<file path="config.mk">
export PLATFORM = sky130hd
export DESIGN_NAME = rhsi_sat
export DESIGN_NICKNAME = d
export VERILOG_FILES = /design/src/sv/rhsi_pkg.sv /design/src/sv/rhsi_sat.sv
export SDC_FILE = /design/constraint.sdc
export NUM_CORES = 1
export LEC_CHECK = 0
export BUFFER_PORTS_ARGS = -buffer_cell sky130_fd_sc_hd__buf_2
export CORE_MARGIN = 4
export CORE_UTILIZATION = 55
export DETAILED_ROUTE_END_ITERATION = 10
export PLACE_DENSITY = 0.71
export SYNTH_ARGS = -nofsm -noshare
export SYNTH_HDL_FRONTEND = slang
export SYNTH_SLANG_ARGS = --single-unit
</file>
<file path="constraint.sdc">
create_clock -name clk -period 7.12 [get_ports clk]
set_input_delay 1.424 -clock clk [delete_from_list [all_inputs] [get_ports clk]]
set_output_delay 1.424 -clock clk [all_outputs]
set_load 0.005 [all_outputs]
</file>
<file path="src/sv/rhsi_pkg.sv">
// shared constants, types and the cordic angle table for the weighted hsi score
// no dependencies
package rhsi_pkg;

	localparam int FRAC_BITS    = 16;
	localparam int CORDIC_STEPS = 28;
	localparam int DIV_STEPS    = FRAC_BITS + 1;
	localparam int HUE_LAT      = CORDIC_STEPS + 1;
	localparam int SAT_LAT      = DIV_STEPS + 1;
	localparam int XW           = 34;
	localparam int ZW           = 35;
	localparam int CW           = 17;

	// reciprocal of 765 rounded up, exact for sums up to 765 after >> 36
	localparam longint unsigned INT_RECIP = ((64'd1 << 36) + 64'd764) / 64'd765;
	localparam logic [26:0] INT_MULT = 27'(INT_RECIP);
	localparam logic [20:0] SQRT3_Q20 = 21'd1816187;
	localparam logic signed [ZW-1:0] QUARTER_TURN = 35'sd1073741824;
	localparam logic signed [ZW-1:0] HALF_TURN    = 35'sd2147483648;

	typedef enum logic [1:0] {
		REG_INT_GAIN = 2'd0,
		REG_HUE_GAIN = 2'd1,
		REG_SAT_GAIN = 2'd2,
		REG_NONE     = 2'd3
	} reg_idx_t;

	typedef logic [CW-1:0] comp_t;

	function automatic logic [31:0] atan_turn(input logic [4:0] i);
		logic [31:0] a;
		unique case (i)
			5'd0:  a = 32'd536870912;
			5'd1:  a = 32'd316933406;
			5'd2:  a = 32'd167458907;
			5'd3:  a = 32'd85004756;
			5'd4:  a = 32'd42667331;
			5'd5:  a = 32'd21354465;
			5'd6:  a = 32'd10679838;
			5'd7:  a = 32'd5340245;
			5'd8:  a = 32'd2670163;
			5'd9:  a = 32'd1335087;
			5'd10: a = 32'd667544;
			5'd11: a = 32'd333772;
			5'd12: a = 32'd166886;
			5'd13: a = 32'd83443;
			5'd14: a = 32'd41722;
			5'd15: a = 32'd20861;
			5'd16: a = 32'd10430;
			5'd17: a = 32'd5215;
			5'd18: a = 32'd2608;
			5'd19: a = 32'd1304;
			5'd20: a = 32'd652;
			5'd21: a = 32'd326;
			5'd22: a = 32'd163;
			5'd23: a = 32'd81;
			5'd24: a = 32'd41;
			5'd25: a = 32'd20;
			5'd26: a = 32'd10;
			5'd27: a = 32'd5;
			default: a = 32'd0;
		endcase
		return a;
	endfunction

endpackage

</file>
<file path="src/sv/rhsi_sat.sv">
// pipelined restoring divider for 3*min/sum, one quotient bit per stage
// depends on rhsi_pkg
module rhsi_sat (
	input  logic            clk,
	input  logic            en,
	input  logic [9:0]      num_in,
	input  logic [9:0]      den_in,
	output rhsi_pkg::comp_t sat
);

	localparam int N = rhsi_pkg::DIV_STEPS;

	logic [9:0]            rem_s [1:N];
	logic [9:0]            den_s [1:N];
	logic [N-1:0]          quo_s [1:N];

	genvar k;
	generate
		for (k = 0; k < N; k++) begin : g_step
			logic [9:0]   ri, di;
			logic [N-1:0] qi;
			logic [10:0]  trial;
			if (k == 0) begin : g_first
				assign ri = num_in;
				assign di = den_in;
				assign qi = '0;
				assign trial = {1'b0, ri};
			end else begin : g_next
				assign ri = rem_s[k];
				assign di = den_s[k];
				assign qi = quo_s[k];
				assign trial = {ri, 1'b0};
			end
			always_ff @(posedge clk) begin
				if (en) begin
					if (trial >= {1'b0, di}) begin
						rem_s[k+1] <= 10'(trial - {1'b0, di});
						quo_s[k+1] <= {qi[N-2:0], 1'b1};
					end else begin
						rem_s[k+1] <= trial[9:0];
						quo_s[k+1] <= {qi[N-2:0], 1'b0};
					end
					den_s[k+1] <= di;
				end
			end
		end
	endgenerate

	always_ff @(posedge clk) begin
		if (en) begin
			if (den_s[N] == '0)
				sat <= rhsi_pkg::comp_t'(1) << rhsi_pkg::FRAC_BITS;
			else
				sat <= (rhsi_pkg::comp_t'(1) << rhsi_pkg::FRAC_BITS) - quo_s[N];
		end
	end

endmodule

</file>
==> summary.md <==
| Metric | Value |
|---|---|
| Post-CTS setup buffer count | `0` |
| Adder-cell share of the synthesized area | `0.0952` |
| Netlist cell types | `55` |
| Worst vdd ir | `232 uV` |
| Cell breakdown of the critical path | `buf_2 -> inv_1 -> ha_1 -> inv_1 -> fa_1 -> a21o_1 -> a22oi_1 -> a21oi_1 -> o22ai_2 -> inv_1 -> mux2_2` |
| Detailed-router iteration count before antenna repair | `4` |
| Yosys top cell area share | `0.584` |
| Maximum clock insertion buffer count | `3` |
| Setup CP Type | `in2reg` |
| DR DRC count | `0` |
| Vias after detailed routing | `14300` |
| Setup-violating endpoint count in the final report | `0` |
| Reg area | `between 15000 and 20000 um2` |
| Worst slew margin | `0.307` |
| Fin util | `0.615` |
| Net Sw Frac | `0.294` |
| CTS root buf | `clkbuf_16` |
| CP Data Required Time | `7.47 ns` |
| Least-Margin Pin Slew | `1.04 ns` |
| PostCTS Resize Cnt | `0` |
| Row Count | `78` |
| Final max-slew violation count | `0` |
| CP max stage cell | `o22ai_2` |
| Num ports | `39` |
| Routed Antenna Nets | `0` |
| Mapped cell area | `25700 um2` |
| Initial antenna violation count | `0` |
| Clock Pin Slew Worst Setup and Hold Paths | `0.06 ns` |
| WL/cell | `16.8 um` |
| F_max | `0.292 GHz` |
| CP max FO | `17` |
| Mux share of post-synthesis cell area | `0.0714` |
| R2r setup slk | `4.21 ns` |
| HP Start | `quo_s[0][107]` |
| Clock Power Share | `0.258` |
| EDFF count, synth | `500` |
| Initial core utilization | `0.562` |
| Combinational Power Share | `0.331` |
| Synthesized net count | `2071` |
| All-layer global routing usage | `0.173` |
| Vias per cell | `about 5.6` |
| Placed Cells | `approximately 2500` |
| Post-layout min period | `3.42 ns` |
| Post-synthesis simple-gate area fraction | `0.0693` |
| Sequential Power Share | `0.411` |
| Skew-Pair Late Insertion Delay | `around 0.60 ns` |
| Post-synth top flop | `edfxtp_1` |
| Slowest stage delay, CP | `0.52 ns` |
| CTS Hold Bufs | `0` |
| Placed wire-length estimate | `approximately 31000 um` |
| R2r endpoint | `rem_s[0][51]` |
| Worst min path class | `reg2reg` |
| Critical path startpoint category | `input pin` |
| RD Place Congestion | `about 0.85` |
| Crit-path most repeated cell | `inv_1` |
| P_sw | `3050 uW` |
| FF+latch count, synth | `500` |
| Synthesized netlist cell count | `1863` |
| Final Hold Vio Count | `0` |
| Setup tns final | `0 ns` |
| Most frequent cells after synthesis | `edfxtp_1 (500), inv_1 (188), ha_1 (170)` |
| Post-synthesis sequential area ratio | `0.584` |
| Cells taking the most area after synthesis | `edfxtp_1 (58%), ha_1 (8.3%), mux2_4 (7.0%), inv_1 (2.7%), nor2_1 (2.3%)` |
| Crit share post-route | `0.481` |
| Global-route wire length before repair | `71800 um` |
| Total grt overflow | `0` |
| Most area-hungry cell type in the Yosys netlist | `edfxtp_1` |
| Outcome | `finished clean` |
| Max-cap viol count | `0` |
| Layout cells sized above 1 | `0.143` |
| Worst EP arrival | `3.77 ns` |
| # clock sinks | `500` |
| Int Pwr | `around 7300 uW` |
| Antenna Cells | `0` |
| Syn Area/Cell | `13.8 um2` |
| Footprint of the multi-input gates | `9730 um2` |
| Fill count | `roughly 3500` |
| Core area | `45800 um2` |
| Pwr dens | `368 nW/um2` |
| Main combinational cell family by area after synthesis | `compound AO/OA/AOI/OAI gates` |
| Ys async rst share | `0` |
| Final #Nets | `2136` |
| Total wire length | `43200 um` |
| Post-synthesis compound-gate area fraction | `0.111` |
| Largest net degree at the start of global routing | `roughly 110` |
| Leakage power | `0.0114 uW` |
| RSZ-0062 raised after global routing | `no` |
| Final cell count without fillers | `roughly 2600` |
| Xor and xnor area share after synthesis | `0.0320` |
| Port Buffers | `38` |
| Clk_skew | `0.0133 ns` |
| Most numerous cell in the Yosys netlist | `edfxtp_1` |
| Hold depth | `0` |
| # H-tree levels | `2` |
| Layout area overhead | `9.52%` |
| Worst Setup End Kind | `register` |
| Die height | `224 um` |
| Die area | `50300 um2` |
| Synth warn | `0` |
| Worst reg2reg path depth | `7` |
| Total Power | `10400 uW` |
| DIE WIDTH | `between 200 and 250 um` |
| Hold Path Sink | `quo_s[0][125]` |
| Initial DRC count | `893` |
| TritonCTS Buffers | `53` |
| CTS tree | `yes` |
| Critical R2R Launch | `rem_s[0][40]` |
| Vias in the first global route | `14700` |
-- registers in the layout, summed over array words and instances, names as in the netlist --
register,flops
quo_s,153
den_s,170
sat,17
rem_s,160
-- metal layers --
metal / GRT usage / vias up / routed length [um]
met1: 0.225 / 6911 / 19100
met3: 0.0320 / 94 / 1770
li1: - / 7037 / -
met2: 0.300 / 239 / 21200
met5: 0 / - / 0
met4: 0.0510 / 0 / 1150
-- power by group through the flow --
stage	registers, uW	clock network, uW	logic [uW]
after floorplan	4170	0	2920
after global placement	4320	0	3310
after detailed placement	4320	0	3430
after CTS	4270	2750	3440
after global routing	4310	2890	3810
final	4260	2680	3430
-- layout make-up --
class	count	share of cell area
Clock inverter	35	0.0118
Sequential cell	500	0.533
Multi-Input combinational cell	1138	0.346
Tap cell	600	0.0267
Inverter	188	0.0251
Clock buffer	59	0.0479
Timing Repair Buffer	47	0.00951
-- logic make-up (layout without fill, tap and decap cells) --
kind of cell | Yosys count | in the layout
compound gates | 366 | 366
buf+inv | 225 | 329
simple gates | 369 | 369
flops | 500 | 500
mux | 123 | 123
fa+ha+maj | 186 | 186
xor+xnor | 94 | 94
-- cell usage in the layout (no fill, tap or decap), types with 4 or more instances in the layout --
cell type	netlist	routed
clkbuf_16	0	53
bufinv_16	0	6
and2_1	14	14
o31ai_1	16	16
clkinv_2	0	11
edfxtp_1	500	500
inv_6	0	4
buf_4	0	9
nand3b_1	15	15
o21ai_0	56	56
o41ai_4	15	15
a22oi_1	15	15
or2_1	15	15
a211oi_1	46	46
inv_1	188	188
nand4_1	18	18
o21a_1	49	49
xor2_1	57	57
nor2b_1	19	19
o2111ai_1	15	15
clkinv_1	0	12
o311ai_0	15	15
or3_1	15	15
o21bai_1	15	15
buf_2	1	37
a21o_1	48	48
a21oi_1	52	52
nor2_2	15	15
nor2_1	159	159
fa_1	16	16
o31a_1	16	16
ha_1	170	170
mux2_4	120	120
clkbuf_1	21	6
nor3_1	5	5
nand2_1	72	72
xnor2_1	37	37
-- worst max-delay path, delay by kind of cell --
family | cells | cell delay, ns
compound gates | 4 | 1.13
mux | 1 | 0.30
fa+ha+maj | 2 | 0.53
buf+inv | 4 | 0.39
-- how the worst max path moves through the flow --
| stage | from | endpoint | slack, ns | depth (start not counted) |
|---|---|---|---|---|
| 6_report | num_in[0] | rem_s[0][15] | 3.70 | 11 |
| 5_1_grt | num_in[0] | rem_s[0][15] | 3.49 | 11 |
| 4_1_cts | num_in[0] | rem_s[0][15] | 3.74 | 11 |
| 3_5_place_dp | num_in[0] | rem_s[0][15] | 3.10 | 11 |
| 3_3_place_gp | num_in[0] | rem_s[0][15] | 3.15 | 11 |
| 2_1_floorplan | num_in[0] | rem_s[0][17] | 3.70 | 10 |
-- stage by stage --
stage	hold slack, ns	worst slack, ns	cell area, um2
finish	0.411	3.70	28200
global route	0.420	3.49	28200
CTS	0.416	3.74	28200
detailed placement	0.405	3.10	26500
global placement	0.402	3.15	26500
floorplan	0.400	3.70	25700
No activity file was read; power rests on OpenSTA's default activity.
